### src/hdl/trqs_pkg.sv
// ----------------------------------------------------------------------------
// trqs_pkg
// Shared types and constants for the thread ready-queue scheduler: op and
// status codes, controller states and the command/status groups.
// ----------------------------------------------------------------------------
package trqs_pkg;

  localparam int unsigned MAX_THREADS_DEF = 16;

  typedef enum logic [1:0] {
    OP_CREATE = 2'd0,
    OP_YIELD  = 2'd1,
    OP_SCHED  = 2'd2,
    OP_EXIT   = 2'd3
  } op_e;

  typedef enum logic [2:0] {
    ST_SWITCHED   = 3'd0,
    ST_NO_SWITCH  = 3'd1,
    ST_TABLE_FULL = 3'd2,
    ST_BAD_ID     = 3'd3,
    ST_NOT_VALID  = 3'd4,
    ST_HALTED     = 3'd5
  } status_e;

  typedef enum logic [1:0] {
    HO_NONE   = 2'd0,
    HO_TARGET = 2'd1,
    HO_RUNNER = 2'd2
  } handoff_sel_e;

  typedef enum logic [2:0] {
    S_IDLE   = 3'd0,
    S_DECIDE = 3'd1,
    S_SCAN   = 3'd2,
    S_FIND   = 3'd3,
    S_SHIFT  = 3'd4,
    S_APPEND = 3'd5,
    S_SWITCH = 3'd6
  } state_e;

  typedef struct packed {
    logic         capture;
    logic         scan_init;
    logic         scan_step;
    logic         create_ok;
    logic         ptr_clr;
    logic         ptr_inc;
    logic         shift_mv;
    logic         count_dec;
    logic         next_tgt;
    logic         next_head;
    logic         exit_clr;
    logic         append;
    logic         switch_run;
    logic         res_load;
    status_e      res_status;
    logic         res_new;
    handoff_sel_e res_handoff;
  } cmd_t;

  typedef struct packed {
    op_e  op;
    logic range_bad;
    logic tgt_invalid;
    logic tgt_is_cur;
    logic q_empty;
    logic q_nearly_full;
    logic scan_free;
    logic scan_last;
    logic find_end;
    logic find_hit;
    logic shift_more;
  } sts_t;

endpackage

### src/hdl/trqs_ctrl.sv
// ----------------------------------------------------------------------------
// trqs_ctrl
// Sequencer for the scheduler: decodes the op, steps the free-id scan, the
// queue search and the queue shift, and strobes the result.
// ----------------------------------------------------------------------------
module trqs_ctrl (
  input  logic           clk_i,
  input  logic           rst_ni,
  input  logic           start,
  output logic           busy,
  output logic           done_o,
  input  trqs_pkg::sts_t sts_i,
  output trqs_pkg::cmd_t cmd_o
);
  import trqs_pkg::*;

  state_e state_q, state_d;
  logic   done_q, done_d;

  always_ff @(posedge clk_i or negedge rst_ni) begin
    if (!rst_ni) begin
      state_q <= S_IDLE;
      done_q  <= 1'b0;
    end else begin
      state_q <= state_d;
      done_q  <= done_d;
    end
  end

  // next state
  always_comb begin
    state_d = state_q;
    unique case (state_q)
      S_IDLE: begin
        if (start) state_d = S_DECIDE;
      end
      S_DECIDE: begin
        unique case (sts_i.op)
          OP_CREATE: state_d = sts_i.q_nearly_full ? S_IDLE : S_SCAN;
          OP_YIELD: begin
            if (sts_i.range_bad || sts_i.tgt_invalid || sts_i.tgt_is_cur) begin
              state_d = S_IDLE;
            end else begin
              state_d = S_FIND;
            end
          end
          OP_SCHED, OP_EXIT: state_d = sts_i.q_empty ? S_IDLE : S_SHIFT;
          default: state_d = S_IDLE;
        endcase
      end
      S_SCAN: begin
        if (sts_i.scan_free || sts_i.scan_last) state_d = S_IDLE;
      end
      S_FIND: begin
        if (sts_i.find_end) state_d = S_APPEND;
        else if (sts_i.find_hit) state_d = S_SHIFT;
      end
      S_SHIFT: begin
        if (!sts_i.shift_more) state_d = (sts_i.op == OP_EXIT) ? S_SWITCH : S_APPEND;
      end
      S_APPEND: state_d = S_IDLE;
      S_SWITCH: state_d = S_IDLE;
      default:  state_d = S_IDLE;
    endcase
  end

  // commands
  always_comb begin
    cmd_o             = '0;
    cmd_o.res_status  = ST_NO_SWITCH;
    cmd_o.res_handoff = HO_NONE;
    unique case (state_q)
      S_IDLE: begin
        cmd_o.capture = start;
      end
      S_DECIDE: begin
        unique case (sts_i.op)
          OP_CREATE: begin
            if (sts_i.q_nearly_full) begin
              cmd_o.res_load   = 1'b1;
              cmd_o.res_status = ST_TABLE_FULL;
            end else begin
              cmd_o.scan_init = 1'b1;
            end
          end
          OP_YIELD: begin
            if (sts_i.range_bad) begin
              cmd_o.res_load   = 1'b1;
              cmd_o.res_status = ST_BAD_ID;
            end else if (sts_i.tgt_invalid) begin
              cmd_o.res_load   = 1'b1;
              cmd_o.res_status = ST_NOT_VALID;
            end else if (sts_i.tgt_is_cur) begin
              cmd_o.res_load    = 1'b1;
              cmd_o.res_status  = ST_NO_SWITCH;
              cmd_o.res_handoff = HO_TARGET;
            end else begin
              cmd_o.ptr_clr  = 1'b1;
              cmd_o.next_tgt = 1'b1;
            end
          end
          OP_SCHED: begin
            if (sts_i.q_empty) begin
              cmd_o.res_load   = 1'b1;
              cmd_o.res_status = ST_NO_SWITCH;
            end else begin
              cmd_o.ptr_clr   = 1'b1;
              cmd_o.next_head = 1'b1;
            end
          end
          OP_EXIT: begin
            cmd_o.exit_clr = 1'b1;
            if (sts_i.q_empty) begin
              cmd_o.res_load   = 1'b1;
              cmd_o.res_status = ST_HALTED;
            end else begin
              cmd_o.ptr_clr   = 1'b1;
              cmd_o.next_head = 1'b1;
            end
          end
          default: ;
        endcase
      end
      S_SCAN: begin
        if (sts_i.scan_free) begin
          cmd_o.create_ok  = 1'b1;
          cmd_o.res_load   = 1'b1;
          cmd_o.res_status = ST_NO_SWITCH;
          cmd_o.res_new    = 1'b1;
        end else if (sts_i.scan_last) begin
          cmd_o.res_load   = 1'b1;
          cmd_o.res_status = ST_TABLE_FULL;
        end else begin
          cmd_o.scan_step = 1'b1;
        end
      end
      S_FIND: begin
        if (!sts_i.find_end && !sts_i.find_hit) cmd_o.ptr_inc = 1'b1;
      end
      S_SHIFT: begin
        if (sts_i.shift_more) cmd_o.shift_mv = 1'b1;
        else cmd_o.count_dec = 1'b1;
      end
      S_APPEND: begin
        cmd_o.append      = 1'b1;
        cmd_o.switch_run  = 1'b1;
        cmd_o.res_load    = 1'b1;
        cmd_o.res_status  = ST_SWITCHED;
        cmd_o.res_handoff = (sts_i.op == OP_YIELD) ? HO_RUNNER : HO_NONE;
      end
      S_SWITCH: begin
        cmd_o.switch_run = 1'b1;
        cmd_o.res_load   = 1'b1;
        cmd_o.res_status = ST_SWITCHED;
      end
      default: ;
    endcase
  end

  assign done_d = cmd_o.res_load;
  assign busy   = (state_q != S_IDLE);
  assign done_o = done_q;

endmodule

### src/hdl/trqs_dp.sv
// ----------------------------------------------------------------------------
// trqs_dp
// Datapath of the scheduler: thread valid bits, ready queue, queue count,
// running and last created ids, work pointers and the result registers.
// ----------------------------------------------------------------------------
module trqs_dp #(
  parameter int unsigned MAX_THREADS = trqs_pkg::MAX_THREADS_DEF
) (
  input  logic                  clk_i,
  input  logic                  rst_ni,
  input  logic [1:0]            op_i,
  input  logic signed [7:0]     target_i,
  input  trqs_pkg::cmd_t        cmd_i,
  output trqs_pkg::sts_t        sts_o,
  output logic [2:0]            status_o,
  output logic signed [4:0]     new_id_o,
  output logic [3:0]            running_o,
  output logic signed [4:0]     handoff_o
);
  import trqs_pkg::*;

  localparam int unsigned IW = $clog2(MAX_THREADS);
  localparam int unsigned CW = $clog2(MAX_THREADS + 1);

  logic [MAX_THREADS-1:0] valid_q, valid_d;
  logic [IW-1:0]          queue_q [MAX_THREADS];
  logic [CW-1:0]          count_q, count_d;
  logic [IW-1:0]          cur_q, cur_d;
  logic [IW-1:0]          last_q, last_d;
  op_e                    op_q, op_d;
  logic [7:0]             tgt_q, tgt_d;
  logic [CW-1:0]          ptr_q, ptr_d;
  logic [IW-1:0]          scan_q, scan_d;
  logic [IW-1:0]          next_q, next_d;
  status_e                res_status_q, res_status_d;
  logic [4:0]             res_new_q, res_new_d;
  logic [4:0]             res_handoff_q, res_handoff_d;

  logic [IW-1:0] tgt_id;
  logic [IW-1:0] ptr_idx;
  logic [CW-1:0] ptr_p1;
  logic [CW-1:0] ptr_wrap;
  logic [CW-1:0] last_wrap;
  logic [IW-1:0] rd_addr;
  logic [IW-1:0] rd_data;
  logic [IW-1:0] head;
  logic          append_ok;
  logic          wr_en;
  logic [IW-1:0] wr_addr;
  logic [IW-1:0] wr_data;
  logic [7:0]    ptr_ext;
  logic [7:0]    cur_ext;

  assign tgt_id    = tgt_q[IW-1:0];
  assign ptr_idx   = ptr_q[IW-1:0];
  assign ptr_p1    = ptr_q + 1'b1;
  assign ptr_wrap  = (ptr_q == CW'(MAX_THREADS - 1)) ? '0 : ptr_p1;
  assign last_wrap = (last_q == IW'(MAX_THREADS - 1)) ? '0 : (CW'(last_q) + 1'b1);
  assign rd_addr   = cmd_i.shift_mv ? ptr_p1[IW-1:0] : ptr_idx;
  assign rd_data   = queue_q[rd_addr];
  assign head      = queue_q[0];
  assign append_ok = cmd_i.append && (count_q < CW'(MAX_THREADS));
  assign ptr_ext   = 8'(ptr_idx);
  assign cur_ext   = 8'(cur_q);

  // status towards the controller
  always_comb begin
    sts_o               = '0;
    sts_o.op            = op_q;
    sts_o.range_bad     = tgt_q[7] || (tgt_q >= 8'(MAX_THREADS));
    sts_o.tgt_invalid   = !valid_q[tgt_id];
    sts_o.tgt_is_cur    = (tgt_id == cur_q);
    sts_o.q_empty       = (count_q == '0);
    sts_o.q_nearly_full = (count_q >= CW'(MAX_THREADS - 1));
    sts_o.scan_free     = !valid_q[ptr_idx];
    sts_o.scan_last     = (scan_q == IW'(MAX_THREADS - 1));
    sts_o.find_end      = (ptr_q == count_q);
    sts_o.find_hit      = (rd_data == tgt_id);
    sts_o.shift_more    = (ptr_p1 < count_q);
  end

  // queue write port
  always_comb begin
    wr_en   = 1'b0;
    wr_addr = count_q[IW-1:0];
    wr_data = cur_q;
    if (cmd_i.create_ok) begin
      wr_en   = 1'b1;
      wr_data = ptr_idx;
    end else if (append_ok) begin
      wr_en = 1'b1;
    end else if (cmd_i.shift_mv) begin
      wr_en   = 1'b1;
      wr_addr = ptr_idx;
      wr_data = rd_data;
    end
  end

  always_comb begin
    valid_d       = valid_q;
    count_d       = count_q;
    cur_d         = cur_q;
    last_d        = last_q;
    op_d          = op_q;
    tgt_d         = tgt_q;
    ptr_d         = ptr_q;
    scan_d        = scan_q;
    next_d        = next_q;
    res_status_d  = res_status_q;
    res_new_d     = res_new_q;
    res_handoff_d = res_handoff_q;

    if (cmd_i.capture) begin
      op_d  = op_e'(op_i);
      tgt_d = target_i;
    end
    if (cmd_i.create_ok) begin
      valid_d[ptr_idx] = 1'b1;
      last_d           = ptr_idx;
    end
    if (cmd_i.exit_clr) valid_d[cur_q] = 1'b0;
    if (cmd_i.create_ok || append_ok) count_d = count_q + 1'b1;
    else if (cmd_i.count_dec) count_d = count_q - 1'b1;

    if (cmd_i.scan_init) ptr_d = last_wrap;
    else if (cmd_i.scan_step) ptr_d = ptr_wrap;
    else if (cmd_i.ptr_clr) ptr_d = '0;
    else if (cmd_i.ptr_inc || cmd_i.shift_mv) ptr_d = ptr_p1;

    if (cmd_i.scan_init) scan_d = '0;
    else if (cmd_i.scan_step) scan_d = scan_q + 1'b1;

    if (cmd_i.next_tgt) next_d = tgt_id;
    else if (cmd_i.next_head) next_d = head;

    if (cmd_i.switch_run) cur_d = next_q;

    if (cmd_i.res_load) begin
      res_status_d = cmd_i.res_status;
      res_new_d    = cmd_i.res_new ? ptr_ext[4:0] : 5'h1F;
      case (cmd_i.res_handoff)
        HO_TARGET: res_handoff_d = tgt_q[4:0];
        HO_RUNNER: res_handoff_d = cur_ext[4:0];
        default:   res_handoff_d = 5'h1F;
      endcase
    end
  end

  always_ff @(posedge clk_i or negedge rst_ni) begin
    if (!rst_ni) begin
      valid_q <= MAX_THREADS'(1);
      count_q <= '0;
      cur_q   <= '0;
      last_q  <= '0;
    end else begin
      valid_q <= valid_d;
      count_q <= count_d;
      cur_q   <= cur_d;
      last_q  <= last_d;
    end
  end

  always_ff @(posedge clk_i) begin
    op_q          <= op_d;
    tgt_q         <= tgt_d;
    ptr_q         <= ptr_d;
    scan_q        <= scan_d;
    next_q        <= next_d;
    res_status_q  <= res_status_d;
    res_new_q     <= res_new_d;
    res_handoff_q <= res_handoff_d;
  end

  always_ff @(posedge clk_i) begin
    if (wr_en) queue_q[wr_addr] <= wr_data;
  end

  assign status_o  = res_status_q;
  assign new_id_o  = res_new_q;
  assign running_o = cur_ext[3:0];
  assign handoff_o = res_handoff_q;

endmodule

### src/hdl/thread_ready_queue_scheduler.sv
// ----------------------------------------------------------------------------
// thread_ready_queue_scheduler
// Timing: immediate answers are given from the decide state; create tests
//   one id per cycle, sched and exit shift the queue, and yield searches
//   and shifts it (search and shift together touch each queue entry once,
//   one entry per cycle).
// Throughput: one item at a time; start is taken again once busy falls.
// Reset: thread 0 valid and running, queue empty; the receiver cannot stall.
// ----------------------------------------------------------------------------
module thread_ready_queue_scheduler #(
  parameter int unsigned MAX_THREADS = trqs_pkg::MAX_THREADS_DEF
) (
  input  logic              clk_i,
  input  logic              rst_ni,
  input  logic              start,
  output logic              busy,
  input  logic [1:0]        op_i,
  input  logic signed [7:0] target_i,
  output logic              done_o,
  output logic [2:0]        status_o,
  output logic signed [4:0] new_id_o,
  output logic [3:0]        running_o,
  output logic signed [4:0] handoff_o
);
  import trqs_pkg::*;

  cmd_t cmd;
  sts_t sts;

  trqs_ctrl u_ctrl (
    .clk_i  (clk_i),
    .rst_ni (rst_ni),
    .start  (start),
    .busy   (busy),
    .done_o (done_o),
    .sts_i  (sts),
    .cmd_o  (cmd)
  );

  trqs_dp #(
    .MAX_THREADS (MAX_THREADS)
  ) u_dp (
    .clk_i     (clk_i),
    .rst_ni    (rst_ni),
    .op_i      (op_i),
    .target_i  (target_i),
    .cmd_i     (cmd),
    .sts_o     (sts),
    .status_o  (status_o),
    .new_id_o  (new_id_o),
    .running_o (running_o),
    .handoff_o (handoff_o)
  );

endmodule

### config.mk
export PLATFORM = sky130hd
export DESIGN_NAME = thread_ready_queue_scheduler
export DESIGN_NICKNAME = d
export VERILOG_FILES = /design/src/hdl/trqs_pkg.sv /design/src/hdl/trqs_ctrl.sv /design/src/hdl/trqs_dp.sv /design/src/hdl/thread_ready_queue_scheduler.sv
export SDC_FILE = /design/constraint.sdc
export NUM_CORES = 1
export LEC_CHECK = 0
export ABC_AREA = 0
export BUFFER_PORTS_ARGS = -buffer_cell sky130_fd_sc_hd__buf_2
export CORE_MARGIN = 5
export CORE_UTILIZATION = 39
export CTS_CLUSTER_SIZE = 40
export DETAILED_ROUTE_END_ITERATION = 16
export PLACE_DENSITY_LB_ADDON = 0.05
export SLEW_MARGIN = 20
export SYNTH_ARGS = -nofsm -noshare
export SYNTH_HDL_FRONTEND = slang
export SYNTH_SLANG_ARGS = --single-unit
### constraint.sdc
create_clock -name clk_i -period 13.2 [get_ports clk_i]
set_input_delay 0 -clock clk_i [delete_from_list [all_inputs] [get_ports clk_i]]
set_output_delay 0 -clock clk_i [all_outputs]
set_load 0.05 [all_outputs]
==> flow_results.xml, run 1 <==
<?xml version="1.0" encoding="UTF-8"?>
<metrics>
  <group name="timing">
    <metric name="max_freq" unit="MHz">146</metric>
    <metric name="maxSlewHeadroom" unit="%">33.9</metric>
    <metric name="post-route-min-period" unit="ns">6.84</metric>
    <metric name="finalSetupTns" unit="ns">0</metric>
    <metric name="final-hold-violation-count" unit="">0</metric>
    <metric name="report.final.setup_viol" unit="">0</metric>
    <metric name="worst_slew_pin_slew" unit="ns">0.989</metric>
    <metric name="timing.final.crit_share" unit="%">51.8</metric>
    <metric name="rsz0062_at_grt" unit="">no</metric>
    <metric name="skew" unit="ns">0.0141</metric>
    <metric name="finalMaxSlewViolations" unit="">0</metric>
  </group>
  <group name="job">
    <metric name="max_cap_violations" unit="">0</metric>
  </group>
  <group name="yosys">
    <metric name="share_of_the_synthesized_area_in_the_top_cell_type" unit="%">40.3</metric>
    <metric name="cell_area_after_technology_mapping" unit="um2">7150</metric>
    <metric name="synth_async_sr_flop_share" unit="%">24.8</metric>
    <metric name="avg_synthesized_cell_area" unit="um2">11.9</metric>
    <metric name="post-synth-top-area-cell" unit="">sky130_fd_sc_hd__edfxtp_1</metric>
    <metric name="synth_most_common_cell" unit="">sky130_fd_sc_hd__edfxtp_1</metric>
    <metric name="post_synth_inst_count" unit="">602</metric>
    <metric name="post_synth_most_frequent_cells" unit="">96 x sky130_fd_sc_hd__edfxtp_1, 58 x sky130_fd_sc_hd__nor2_1, 52 x sky130_fd_sc_hd__nand2_1, 37 x sky130_fd_sc_hd__a21oi_1, 32 x sky130_fd_sc_hd__dfrtp_1</metric>
    <metric name="mappedNetlistNets" unit="">634</metric>
    <metric name="synth-edff-count" unit="">96</metric>
    <metric name="top_area_cells_in_the_synthesized_netlist" unit="">sky130_fd_sc_hd__edfxtp_1 40%, sky130_fd_sc_hd__dfrtp_1 11%, sky130_fd_sc_hd__mux4_2 8.8%</metric>
    <metric name="yosys_most_used_dff" unit="">sky130_fd_sc_hd__edfxtp_1</metric>
    <metric name="post_synth_num_cell_types" unit="">68</metric>
    <metric name="yosysWarnings" unit="">0</metric>
    <metric name="synth_seq_cells" unit="">133</metric>
    <metric name="sequential_to_total_area_share_from_yosys_stat" unit="%">53.0</metric>
  </group>
  <group name="placement">
    <metric name="place.port_buffers" unit="">31</metric>
    <metric name="detailedPlacementHpwl" unit="mm">14.0</metric>
    <metric name="globalplace.congestion" unit="">0.861</metric>
    <metric name="dp_cells" unit="">834</metric>
  </group>
  <group name="pwr">
    <metric name="power.ir.vdd_worst" unit="mV">0.135</metric>
    <metric name="power_leakage" unit="nW">3.04</metric>
    <metric name="p_per_area" unit="nW/um2">282</metric>
    <metric name="post-layout-total-power" unit="mW">2.34</metric>
  </group>
  <group name="routing">
    <metric name="drt_wl_total" unit="mm">19.6</metric>
    <metric name="ant_nets" unit="">0</metric>
    <metric name="wl_per_cell" unit="um">22.4</metric>
    <metric name="drtPass1Iterations" unit="">6</metric>
    <metric name="viasPerCell" unit="">5.85</metric>
    <metric name="total_via_count_after_detailed_routing" unit="">5134</metric>
    <metric name="drt-initial-drc-count" unit="">467</metric>
    <metric name="drc_violations_left" unit="">0</metric>
  </group>
  <group name="layout">
    <metric name="area_growth_syn_to_layout" unit="%">15.8</metric>
    <metric name="num_antenna_cells" unit="">0</metric>
    <metric name="instances_no_fill" unit="">877</metric>
    <metric name="drive_above_1_share" unit="%">18.4</metric>
    <metric name="nets" unit="">667</metric>
  </group>
  <group name="floorplan">
    <metric name="rows" unit="">49</metric>
    <metric name="die_width" unit="um">145</metric>
    <metric name="die_h" unit="um">145</metric>
    <metric name="core_area" unit="um2">18000</metric>
    <metric name="initial_core_util" unit="%">39.7</metric>
    <metric name="fp.dieArea" unit="um2">21100</metric>
    <metric name="io_pins" unit="">32</metric>
  </group>
  <group name="worst_setup_path">
    <metric name="worst-r2r-cell-count" unit="">14</metric>
    <metric name="worstPathArrival" unit="ns">6.97</metric>
    <metric name="required" unit="ns">13.33</metric>
    <metric name="path_class" unit="">register to register</metric>
    <metric name="worstSetupEndpointType" unit="">register</metric>
    <metric name="critical_path.max_stage_delay" unit="ns">1.07</metric>
    <metric name="crit_path_top_delay_cell" unit="">sky130_fd_sc_hd__ha_1</metric>
    <metric name="cp-start-kind" unit="">register</metric>
    <metric name="crit_fanout" unit="">43</metric>
    <metric name="path_cells" unit="">buf_4 -&gt; clkinv_1 -&gt; ha_1 -&gt; ha_1 -&gt; nor2b_1 -&gt; o31ai_1 -&gt; nand2_1 -&gt; mux2i_1 -&gt; nor3_1 -&gt; or4_1 -&gt; xor2_1 -&gt; or4_4 -&gt; o31ai_4 -&gt; nand2_1</metric>
  </group>
  <group name="global_route">
    <metric name="number_of_antenna_violations_at_the_first_check_in_global_routing" unit="">0</metric>
    <metric name="groute.layer.met1.usage" unit="%">24.5</metric>
    <metric name="first_global_vias" unit="">5283</metric>
    <metric name="grt_overflow" unit="">0</metric>
    <metric name="gr-max-usage-layer" unit="">met2</metric>
    <metric name="grt_first_pass_wirelength" unit="mm">31.1</metric>
    <metric name="grt_start_max_net_pins" unit="">44</metric>
    <metric name="met2_capacity_usage_during_global_routing" unit="%">31.6</metric>
    <metric name="grt_usage" unit="%">18.9</metric>
    <metric name="globalRouteMet3Util" unit="%">4.45</metric>
  </group>
  <group name="clock_network">
    <metric name="clock_sinks" unit="">133</metric>
    <metric name="post-cts-setup-buffer-count" unit="">0</metric>
    <metric name="hold_fix_buffers_cts" unit="">11</metric>
    <metric name="cts-root-buf" unit="">sky130_fd_sc_hd__clkbuf_16</metric>
    <metric name="clockBufferDepth" unit="">2</metric>
    <metric name="cts_tree" unit="">done</metric>
    <metric name="cts_htree_levels" unit="">4</metric>
    <metric name="clkTransAtPathRegs" unit="ns">0.05</metric>
    <metric name="clkLatencyLatePin" unit="ns">0.43</metric>
    <metric name="tritoncts.num_buffers" unit="">17</metric>
    <metric name="post_cts_repair_resize_count" unit="">0</metric>
  </group>
  <group name="outcome">
    <metric name="result_of_the_run" unit="">completed</metric>
  </group>
  <group name="worst_hold_path">
    <metric name="min_path_cells" unit="">3</metric>
    <metric name="hp-class" unit="">input port to register</metric>
  </group>
</metrics>
## critical path: cells and delay by family (launching register included)
family / cells / cell delay, ns
DFF: 1 / 0.31
AOI/OAI and AO/OA: 2 / 0.85
and+or+nand+nor: 6 / 2.21
xor gates and xnor gates: 1 / 0.17
muxes: 1 / 0.38
adders and majority gates: 2 / 1.43
buffers and inverters: 2 / 1.17
## path summary, 6_finish.rpt
check                          startpoint  slack [ns]           endpoint
max                         u_dp.ptr_q[0]        6.36      u_dp.ptr_q[2]
min                                 start        0.02  u_ctrl.state_q[1]
max reg2reg                 u_dp.ptr_q[0]        6.36      u_dp.ptr_q[2]
min reg2reg                u_dp.next_q[2]        0.48  u_dp.running_o[2]
max in group asynchronous          rst_ni       12.46    u_dp.valid_q[6]
min in group asynchronous          rst_ni        0.19    u_dp.count_q[3]
## layer usage
layer / routed length [um] / up-vias / part of all wire (%)
met4: 363 / 0 / 1.8
met5: 0 / - / 0
met3: 1110 / 31 / 5.6
met1: 8460 / 2576 / 43
met2: 9710 / 172 / 49
li1: - / 2355 / -
## state kept, by name, indices dropped and copies added, names as in the netlist
| signal | count |
|---|---|
| u_ctrl.done_o | 1 |
| u_dp.ptr_q | 5 |
| u_dp.running_o | 4 |
| u_dp.scan_q | 4 |
| u_dp.new_id_o | 5 |
| u_dp.tgt_q | 8 |
| u_dp.status_o | 3 |
| u_dp.count_q | 5 |
| u_dp.op_q | 2 |
| u_ctrl.state_q | 3 |
| u_dp.next_q | 4 |
| u_dp.handoff_o | 5 |
| u_dp.last_q | 4 |
| u_dp.queue_q | 64 |
| u_dp.valid_q | 16 |
## where the power goes
group          internal, mW  switching [mW]  leakage, nW
clock network         0.351           0.180        0.320
registers             0.623           0.122         1.30
logic                 0.388           0.674         1.42
total                  1.36           0.976         3.04
## area by class of cell
class	count	area (um2)
clock inverter	11	196
sequential	133	3790
multi-input combinational	411	3140
inverter	25	93.8
clock buffer	21	470
tap	229	287
fill	1667	9740
timing repair buffer	47	303
## metrics by stage
stage	hold slack, ns	util [%]	worst slack (ns)	area (um2)
CTS	0.00436	45.9	6.31	8280
detailed placement	0.122	41.6	6.32	7500
global placement	0.118	41.6	6.57	7500
global route	0.0451	45.9	5.80	8280
finish	0.0242	45.9	6.36	8280
floorplan	-0.296	-	8.38	7150
## kinds of logic (layout without fill, tap and decap cells)
| kind of cell | Yosys count | in the layout | synth area share, % |
|---|---|---|---|
| compound gates | 126 | 126 | 11.9 |
| xor+xnor | 26 | 26 | 3.19 |
| fa+ha+maj | 19 | 19 | 3.43 |
| buf+inv | 58 | 104 | 3.22 |
| flops | 133 | 133 | 53.0 |
| mux | 53 | 53 | 12.5 |
| simple gates | 187 | 187 | 12.8 |
## placed cells by master, fill, tap and decap left out, types with 17 or more instances in the layout
master / netlist / final
sky130_fd_sc_hd__clkbuf_16: 0 / 17
sky130_fd_sc_hd__buf_2: 4 / 31
sky130_fd_sc_hd__mux4_2: 28 / 28
sky130_fd_sc_hd__inv_1: 23 / 23
sky130_fd_sc_hd__a21oi_1: 37 / 37
sky130_fd_sc_hd__dfrtp_1: 32 / 32
sky130_fd_sc_hd__nor2_1: 58 / 58
sky130_fd_sc_hd__nand2_1: 52 / 52
sky130_fd_sc_hd__edfxtp_1: 96 / 96
sky130_fd_sc_hd__o21ai_0: 18 / 18
sky130_fd_sc_hd__ha_1: 18 / 18
No activity file was read; power rests on OpenSTA's default activity.
==> inputs of run 2 (changes only) <==
Settings changed: ABC_AREA 0 to 1.
Clock period 13.2 ns to 6.5 ns, I/O delays scaled along.
==> run 2 against run 1 <==
Clock power up 79%. Sequential power up 99%. Core utilization decreased by 0.48 points. Routed wire length shrank 3.8%. Combinational power rose by 97%. Cell count grew 14%. Flip-flop and latch count stayed put.
==> flow_results.xml, run 2 <==
<?xml version="1.0" encoding="UTF-8"?>
<metrics>
  <group name="worst_setup_path">
    <metric name="path_class" unit="">register to register</metric>
    <metric name="critPathLaunch" unit="">u_dp.ptr_q[0]</metric>
    <metric name="cp.depth" unit="">14</metric>
    <metric name="timing.critical_path.max_delay_family" unit="">compound AO/OA/AOI/OAI gates</metric>
    <metric name="r2r-start" unit="">u_dp.ptr_q[0]</metric>
    <metric name="crit_fanout" unit="">20</metric>
    <metric name="rrSetupSlack" unit="ns">1.21</metric>
    <metric name="cp-endpoint" unit="">u_dp.queue_q[5][3]</metric>
    <metric name="worst-r2r-cell-count" unit="">14</metric>
    <metric name="required" unit="ns">6.56</metric>
    <metric name="crit_path_frequent_cell" unit="">sky130_fd_sc_hd__nand2_1</metric>
    <metric name="critical_path.max_stage_delay" unit="ns">0.88</metric>
    <metric name="worstSetupEndpointType" unit="">register</metric>
    <metric name="cp-start-kind" unit="">register</metric>
    <metric name="path_cells" unit="">inv_1 -&gt; ha_1 -&gt; ha_1 -&gt; nand2_1 -&gt; nand2_1 -&gt; a21oi_2 -&gt; nand3_2 -&gt; inv_2 -&gt; nand2_1 -&gt; o21ai_1 -&gt; inv_1 -&gt; nand3_1 -&gt; nand3_1 -&gt; a21oi_1</metric>
    <metric name="reg2reg_to" unit="">u_dp.queue_q[5][3]</metric>
    <metric name="worstPathBufferInverterCount" unit="">3</metric>
    <metric name="worstPathArrival" unit="ns">5.36</metric>
    <metric name="crit_path_top_delay_cell" unit="">sky130_fd_sc_hd__a21oi_1</metric>
  </group>
  <group name="yosys">
    <metric name="synth-edff-count" unit="">96</metric>
    <metric name="avg_synthesized_cell_area" unit="um2">9.47</metric>
    <metric name="yosysWarnings" unit="">0</metric>
    <metric name="sequential_to_total_area_share_from_yosys_stat" unit="%">55.6</metric>
    <metric name="post_synth_num_cell_types" unit="">45</metric>
    <metric name="cell_area_after_technology_mapping" unit="um2">6820</metric>
    <metric name="post_synth_most_frequent_cells" unit="">141 x sky130_fd_sc_hd__nand2_1, 108 x sky130_fd_sc_hd__nand3_1, 96 x sky130_fd_sc_hd__edfxtp_1, 79 x sky130_fd_sc_hd__inv_1, 57 x sky130_fd_sc_hd__nor2_1</metric>
    <metric name="mappedNetlistNets" unit="">752</metric>
    <metric name="post-synth-top-area-cell" unit="">sky130_fd_sc_hd__edfxtp_1</metric>
    <metric name="share_of_the_synthesized_area_in_the_top_cell_type" unit="%">42.3</metric>
    <metric name="synth_most_common_cell" unit="">sky130_fd_sc_hd__nand2_1</metric>
    <metric name="synth_async_sr_flop_share" unit="%">24.8</metric>
    <metric name="post_synth_inst_count" unit="">720</metric>
    <metric name="top_area_cells_in_the_synthesized_netlist" unit="">sky130_fd_sc_hd__edfxtp_1 42%, sky130_fd_sc_hd__dfrtp_1 12%, sky130_fd_sc_hd__nand3_1 7.9%</metric>
    <metric name="synth_seq_cells" unit="">133</metric>
    <metric name="yosys_most_used_dff" unit="">sky130_fd_sc_hd__edfxtp_1</metric>
  </group>
  <group name="floorplan">
    <metric name="io_pins" unit="">32</metric>
    <metric name="die_h" unit="um">142</metric>
    <metric name="fp.dieArea" unit="um2">20200</metric>
    <metric name="rows" unit="">48</metric>
    <metric name="core_area" unit="um2">17200</metric>
    <metric name="die_width" unit="um">142</metric>
    <metric name="initial_core_util" unit="%">39.5</metric>
  </group>
  <group name="clock_network">
    <metric name="hold_fix_buffers_cts" unit="">11</metric>
    <metric name="tritoncts.num_buffers" unit="">17</metric>
    <metric name="clkTransAtPathRegs" unit="ns">0.06</metric>
    <metric name="post-cts-setup-buffer-count" unit="">0</metric>
    <metric name="clockBufferDepth" unit="">2</metric>
    <metric name="clock_sinks" unit="">133</metric>
    <metric name="cts_htree_levels" unit="">4</metric>
    <metric name="post_cts_repair_resize_count" unit="">0</metric>
    <metric name="cts_tree" unit="">done</metric>
    <metric name="clkLatencyLatePin" unit="ns">0.42</metric>
    <metric name="cts-root-buf" unit="">sky130_fd_sc_hd__clkbuf_16</metric>
  </group>
  <group name="global_route">
    <metric name="first_global_vias" unit="">5204</metric>
    <metric name="grt_start_max_net_pins" unit="">34</metric>
    <metric name="grt_overflow" unit="">0</metric>
    <metric name="grt_first_pass_wirelength" unit="mm">29.5</metric>
    <metric name="number_of_antenna_violations_at_the_first_check_in_global_routing" unit="">0</metric>
    <metric name="grt_usage" unit="%">19.2</metric>
  </group>
  <group name="pwr">
    <metric name="power_leakage" unit="nW">3.18</metric>
    <metric name="post-layout-total-power" unit="mW">4.52</metric>
    <metric name="power.switching" unit="mW">2.12</metric>
    <metric name="p_per_area" unit="nW/um2">577</metric>
    <metric name="internal_power" unit="mW">2.40</metric>
    <metric name="sw_frac_of_total" unit="%">46.9</metric>
    <metric name="clkPwrFrac" unit="%">21.1</metric>
    <metric name="power.ir.vdd_worst" unit="mV">0.257</metric>
    <metric name="power.share.combinational" unit="%">46.1</metric>
    <metric name="seq_power_share" unit="%">32.8</metric>
  </group>
  <group name="routing">
    <metric name="drtPass1Iterations" unit="">5</metric>
    <metric name="drt_wl_total" unit="mm">18.9</metric>
    <metric name="total_via_count_after_detailed_routing" unit="">5358</metric>
    <metric name="wl_per_cell" unit="um">18.9</metric>
    <metric name="ant_nets" unit="">0</metric>
    <metric name="viasPerCell" unit="">5.37</metric>
    <metric name="drc_violations_left" unit="">0</metric>
    <metric name="drt-initial-drc-count" unit="">395</metric>
  </group>
  <group name="timing">
    <metric name="worst_slew_pin_slew" unit="ns">1.14</metric>
    <metric name="finalMaxSlewViolations" unit="">0</metric>
    <metric name="final-hold-violation-count" unit="">0</metric>
    <metric name="max_freq" unit="MHz">189</metric>
    <metric name="post-route-min-period" unit="ns">5.29</metric>
    <metric name="maxSlewHeadroom" unit="%">23.8</metric>
    <metric name="timing.final.crit_share" unit="%">81.5</metric>
    <metric name="skew" unit="ns">0.0119</metric>
    <metric name="report.final.setup_viol" unit="">0</metric>
    <metric name="rsz0062_at_grt" unit="">no</metric>
    <metric name="finalSetupTns" unit="ns">0</metric>
  </group>
  <group name="placement">
    <metric name="place.port_buffers" unit="">31</metric>
    <metric name="detailedPlacementHpwl" unit="mm">13.7</metric>
    <metric name="globalplace.congestion" unit="">0.898</metric>
  </group>
  <group name="layout">
    <metric name="num_antenna_cells" unit="">0</metric>
    <metric name="filler_cell_count" unit="">1623</metric>
    <metric name="largestRegisters" unit="">u_dp.queue_q x64, u_dp.valid_q x16, u_dp.tgt_q x8</metric>
    <metric name="mostFrequentLayoutCell" unit="">sky130_fd_sc_hd__nand2_1</metric>
    <metric name="area_growth_syn_to_layout" unit="%">15.0</metric>
    <metric name="nets" unit="">792</metric>
    <metric name="regMostFlops" unit="">u_dp.queue_q</metric>
    <metric name="mostFrequentLayoutCells" unit="">141 x sky130_fd_sc_hd__nand2_1, 108 x sky130_fd_sc_hd__nand3_1, 96 x sky130_fd_sc_hd__edfxtp_1, 79 x sky130_fd_sc_hd__inv_1, 57 x sky130_fd_sc_hd__nor2_1</metric>
    <metric name="drive_above_1_share" unit="%">10.6</metric>
    <metric name="largest_register_ffs" unit="">64</metric>
  </group>
  <group name="job">
    <metric name="max_cap_violations" unit="">0</metric>
  </group>
  <group name="worst_hold_path">
    <metric name="min_path_cells" unit="">5</metric>
    <metric name="hp-class" unit="">input port to register</metric>
  </group>
  <group name="outcome">
    <metric name="result_of_the_run" unit="">completed</metric>
  </group>
</metrics>
==> run 2: cell types whose count changed in the layout (fill, tap and decap cells not counted), sizes merged, moves of 8 or more <==
cell    previous run  this run
a22oi              0         8
a31oi             16         1
inv               24        89
mux2              10         0
mux2i             15         0
mux4              28         0
nand2             52       146
nand3             13       109
o21ai             22        43
o221ai            10         1
xnor2             12         3
==> run 2: power groups by stage <==
stage / combinational, mW / clock, mW / sequential, mW
finish: 2.09 / 0.953 / 1.48
global route: 2.31 / 1.01 / 1.51
CTS: 2.07 / 0.971 / 1.48
detailed placement: 2.05 / 0 / 1.49
global placement: 2.03 / 0 / 1.50
floorplan: 1.52 / 0 / 1.49
==> run 2: kinds of logic (layout without fill, tap and decap cells) <==
logic type,Yosys count,count (layout),synth area share (%)
AND/OR/NAND/NOR,334,334,21.9
flip-flops,133,133,55.6
AO/OA/AOI/OAI,118,118,10.9
buffers and inverters,106,159,6.68
adder cells (fa/ha/maj),19,19,3.60
XOR/XNOR,10,10,1.28
==> run 2: how the worst min path moves through the flow <==
stage | to | slack (ns) | from
after floorplan | u_ctrl.done_o | -0.30 | rst_ni
after global placement | u_ctrl.state_q[0] | 0.14 | rst_ni
after detailed placement | u_dp.last_q[1] | 0.14 | rst_ni
after CTS | u_ctrl.state_q[0] | 0.06 | start
after global routing | u_ctrl.state_q[0] | 0.08 | start
final | u_ctrl.state_q[0] | 0.08 | start
==> run 2: final cells by class <==
class	count	area [um2]	area share (%)
flip-flops and latches	133	3790	48.4
multi-input cells	481	2590	33.1
clock buffers	17	425	5.43
inverters	84	315	4.02
well taps	225	282	3.59
repair buffers	43	273	3.48
clock inverters	15	161	2.06
==> run 2: metal layers <==
metal | global-route usage [%] | part of all wire [%]
met3 | 4.17 | 5.0
met1 | 24.5 | 43
met5 | 0 | 0
met2 | 32.7 | 50
met4 | 6.26 | 2.1
==> run 2: tightest hold or removal path: stages <==
cell,delay (ns)
sky130_fd_sc_hd__buf_2,0.08
sky130_fd_sc_hd__o21ai_0,0.07
sky130_fd_sc_hd__inv_1,0.11
sky130_fd_sc_hd__nand4_1,0.10
sky130_fd_sc_hd__nand2_1,0.08
==> run 2: metrics by stage <==
stage | hold slack, ns | area [um2] | cells | setup WS (ns) | utilization, %
floorplan | -0.296 | 6820 | 720 | 2.94 | -
global route | 0.0802 | 7840 | 998 | 0.848 | 45.5
finish | 0.0762 | 7840 | 998 | 1.21 | 45.5
detailed placement | 0.144 | 7120 | 955 | 1.21 | 41.3
global placement | 0.140 | 7120 | 955 | 1.33 | 41.3
CTS | 0.0577 | 7820 | 998 | 1.18 | 45.4
==> inputs of run 3 (changes only) <==
Clock period 6.5 ns to 4.3 ns, I/O delays scaled along.
==> run 3 against run 2 <==
Count of clock-buffer cells in the layout unchanged. Hold slack about the same. Worst setup slack worse by 0.81 ns. Flip-flop and latch count did not move. Design area increased by 2.3%. Routed wire length up 3.6%. Global-route usage grew 0.55 points. First-iteration DRC count grew 7.8%. Combinational power is 72% higher. Via count grew 3.0%. Critical path type unchanged. Largest cell class unchanged.
==> flow_results.xml, run 3 (synthesized netlist as in run 2, its figures left out) <==
<?xml version="1.0" encoding="UTF-8"?>
<metrics>
  <group name="worst_setup_path">
    <metric name="path_class" unit="">register to register</metric>
    <metric name="worstSetupEndpointType" unit="">register</metric>
    <metric name="crit_fanout" unit="">16</metric>
    <metric name="worst-r2r-cell-count" unit="">25</metric>
    <metric name="reg2reg_to" unit="">u_dp.ptr_q[1]</metric>
    <metric name="r2r-start" unit="">u_dp.ptr_q[0]</metric>
    <metric name="worstPathArrival" unit="ns">4.09</metric>
    <metric name="rrSetupSlack" unit="ns">0.39</metric>
    <metric name="cp-start-kind" unit="">register</metric>
    <metric name="required" unit="ns">4.48</metric>
  </group>
  <group name="timing">
    <metric name="finalSetupTns" unit="ns">0</metric>
    <metric name="skew" unit="ns">0.0144</metric>
    <metric name="final-hold-violation-count" unit="">0</metric>
    <metric name="timing.final.crit_share" unit="%">90.9</metric>
    <metric name="report.final.setup_viol" unit="">0</metric>
    <metric name="max_freq" unit="MHz">256</metric>
    <metric name="final_critical_path_setup_slack" unit="ns">0.391</metric>
    <metric name="maxSlewHeadroom" unit="%">30.5</metric>
    <metric name="finalMaxSlewViolations" unit="">0</metric>
    <metric name="rsz0062_at_grt" unit="">no</metric>
    <metric name="worst_slew_pin_slew" unit="ns">1.04</metric>
    <metric name="post-route-min-period" unit="ns">3.91</metric>
  </group>
  <group name="global_route">
    <metric name="grt_overflow" unit="">0</metric>
    <metric name="met2_capacity_usage_during_global_routing" unit="%">33.6</metric>
    <metric name="gr-max-usage-layer" unit="">met2</metric>
    <metric name="grt_first_pass_wirelength" unit="mm">30.1</metric>
    <metric name="grt_start_max_net_pins" unit="">34</metric>
    <metric name="groute.layer.met1.usage" unit="%">24.5</metric>
    <metric name="globalRouteMet3Util" unit="%">4.23</metric>
    <metric name="grt_usage" unit="%">19.8</metric>
    <metric name="first_global_vias" unit="">5408</metric>
    <metric name="number_of_antenna_violations_at_the_first_check_in_global_routing" unit="">0</metric>
  </group>
  <group name="job">
    <metric name="max_cap_violations" unit="">0</metric>
  </group>
  <group name="clock_network">
    <metric name="clock_sinks" unit="">133</metric>
    <metric name="cts_tree" unit="">done</metric>
    <metric name="cts_htree_levels" unit="">4</metric>
    <metric name="cts-root-buf" unit="">sky130_fd_sc_hd__clkbuf_16</metric>
    <metric name="tritoncts.num_buffers" unit="">17</metric>
    <metric name="clockBufferDepth" unit="">2</metric>
    <metric name="clkTransAtPathRegs" unit="ns">0.06</metric>
    <metric name="clkLatencyLatePin" unit="ns">0.43</metric>
  </group>
  <group name="worst_hold_path">
    <metric name="min_path_cells" unit="">5</metric>
    <metric name="timing.hold.worst_endpoint" unit="">u_ctrl.state_q[2]</metric>
    <metric name="hp-class" unit="">input port to register</metric>
    <metric name="hp_start" unit="">start</metric>
  </group>
  <group name="placement">
    <metric name="detailedPlacementHpwl" unit="mm">14.2</metric>
    <metric name="dp_cells" unit="">974</metric>
    <metric name="globalplace.congestion" unit="">0.960</metric>
    <metric name="dp_worst_setup_slack" unit="ns">0.0802</metric>
    <metric name="place.port_buffers" unit="">31</metric>
  </group>
  <group name="layout">
    <metric name="instances_no_fill" unit="">1024</metric>
    <metric name="largest_register_ffs" unit="">64</metric>
    <metric name="final_util" unit="%">46.5</metric>
    <metric name="nets" unit="">818</metric>
    <metric name="area_growth_syn_to_layout" unit="%">17.5</metric>
    <metric name="largestRegisters" unit="">u_dp.queue_q x64, u_dp.valid_q x16, u_dp.tgt_q x8</metric>
    <metric name="filler_cell_count" unit="">1681</metric>
    <metric name="mostFrequentLayoutCell" unit="">sky130_fd_sc_hd__nand2_1</metric>
    <metric name="regMostFlops" unit="">u_dp.queue_q</metric>
    <metric name="num_antenna_cells" unit="">0</metric>
    <metric name="mostFrequentLayoutCells" unit="">140 x sky130_fd_sc_hd__nand2_1, 108 x sky130_fd_sc_hd__nand3_1, 96 x sky130_fd_sc_hd__edfxtp_1, 79 x sky130_fd_sc_hd__inv_1, 57 x sky130_fd_sc_hd__nor2_1</metric>
    <metric name="drive_above_1_share" unit="%">13.5</metric>
  </group>
  <group name="floorplan">
    <metric name="die_width" unit="um">142</metric>
    <metric name="initial_core_util" unit="%">39.5</metric>
    <metric name="rows" unit="">48</metric>
    <metric name="io_pins" unit="">32</metric>
    <metric name="fp.dieArea" unit="um2">20200</metric>
    <metric name="die_h" unit="um">142</metric>
    <metric name="core_area" unit="um2">17200</metric>
  </group>
  <group name="routing">
    <metric name="drt_wl_total" unit="mm">19.6</metric>
    <metric name="wl_per_cell" unit="um">19.1</metric>
    <metric name="viasPerCell" unit="">5.39</metric>
    <metric name="ant_nets" unit="">0</metric>
    <metric name="total_via_count_after_detailed_routing" unit="">5517</metric>
    <metric name="drtPass1Iterations" unit="">5</metric>
    <metric name="drt-initial-drc-count" unit="">426</metric>
    <metric name="drc_violations_left" unit="">0</metric>
  </group>
  <group name="pwr">
    <metric name="power.ir.vdd_worst" unit="mV">0.417</metric>
    <metric name="p_per_area" unit="nW/um2">887</metric>
    <metric name="post-layout-total-power" unit="mW">7.10</metric>
    <metric name="power_leakage" unit="nW">3.28</metric>
  </group>
  <group name="outcome">
    <metric name="result_of_the_run" unit="">completed</metric>
  </group>
</metrics>
## run 3: changes by cell type in the layout (fill, tap and decap cells not counted), moves of 2 or more
cell / previous run / this run
sky130_fd_sc_hd__inv_6: 5 / 7
sky130_fd_sc_hd__buf_4: 1 / 25
sky130_fd_sc_hd__inv_8: 3 / 0
sky130_fd_sc_hd__buf_12: 0 / 2
sky130_fd_sc_hd__o22ai_1: 3 / 6
sky130_fd_sc_hd__o22ai_2: 3 / 0
sky130_fd_sc_hd__clkinvlp_4: 1 / 5
## run 3: worst max-delay path by stage
stage	cells past startpoint	endpoint	start	slack [ns]
floorplan	22	u_dp.ptr_q[0]	u_dp.ptr_q[0]	0.74
global placement	20	u_dp.ptr_q[0]	u_dp.ptr_q[2]	0.22
detailed placement	20	u_dp.ptr_q[2]	u_dp.ptr_q[2]	0.08
CTS	20	u_dp.ptr_q[1]	u_dp.ptr_q[2]	0.06
global route	25	u_dp.ptr_q[1]	u_dp.ptr_q[0]	0.05
finish	25	u_dp.ptr_q[1]	u_dp.ptr_q[0]	0.39
## run 3: critical path: stages (launching register included)
cell,delay [ns]
sky130_fd_sc_hd__edfxtp_1,0.35
sky130_fd_sc_hd__ha_2,0.22
sky130_fd_sc_hd__inv_1,0.06
sky130_fd_sc_hd__nor2_1,0.15
sky130_fd_sc_hd__ha_1,0.25
sky130_fd_sc_hd__inv_1,0.08
sky130_fd_sc_hd__ha_1,0.24
sky130_fd_sc_hd__nand2_1,0.08
sky130_fd_sc_hd__clkinv_1,0.11
sky130_fd_sc_hd__nand3_1,0.21
sky130_fd_sc_hd__nand3_2,0.18
sky130_fd_sc_hd__buf_4,0.24
sky130_fd_sc_hd__nand2_1,0.12
sky130_fd_sc_hd__o21ai_4,0.07
sky130_fd_sc_hd__buf_12,0.15
sky130_fd_sc_hd__nand3_1,0.11
sky130_fd_sc_hd__nand3_1,0.12
sky130_fd_sc_hd__nand3_1,0.17
sky130_fd_sc_hd__nand2_1,0.07
sky130_fd_sc_hd__nand2_1,0.06
sky130_fd_sc_hd__nand2_1,0.05
sky130_fd_sc_hd__nor2_1,0.08
sky130_fd_sc_hd__nand2_1,0.09
sky130_fd_sc_hd__nand2_2,0.11
sky130_fd_sc_hd__nand4_1,0.10
sky130_fd_sc_hd__buf_4,0.17
## run 3: metrics by stage
| stage | cell area (um2) | hold slack, ns |
|---|---|---|
| after floorplan | 6820 | -0.296 |
| after global placement | 7260 | 0.136 |
| after detailed placement | 7260 | 0.145 |
| after CTS | 7920 | 0.0652 |
| after global routing | 8010 | 0.106 |
| final | 8010 | 0.0766 |
## run 3: per-layer routing
layer	wire length, um	vias up
li1	-	2648
met1	7980	2628
met2	9790	202
met3	1130	39
met4	670	0
met5	0	-
## run 3: area by class of cell
| class | instances | area (um2) | area share [%] |
|---|---|---|---|
| timing repair buffer | 69 | 493 | 6.15 |
| clock buffer | 17 | 425 | 5.31 |
| sequential | 133 | 3790 | 47.3 |
| multi-input combinational | 481 | 2590 | 32.3 |
| tap | 225 | 282 | 3.51 |
| clock inverter | 15 | 120 | 1.50 |
| inverter | 84 | 315 | 3.94 |
## run 3: power by group
part / switching (mW) / internal [mW]
sequential: 0.253 / 1.92
clock: 0.595 / 0.748
combinational: 2.48 / 1.11
## run 3: timing repair
item | CTS | global route
setup endpoints to repair | 0 | 6
buffers inserted | 0 | 7
endpoints found under the hold margin | 42 | 0
hold buffers | 11 | 0
gates resized for setup | 0 | 4
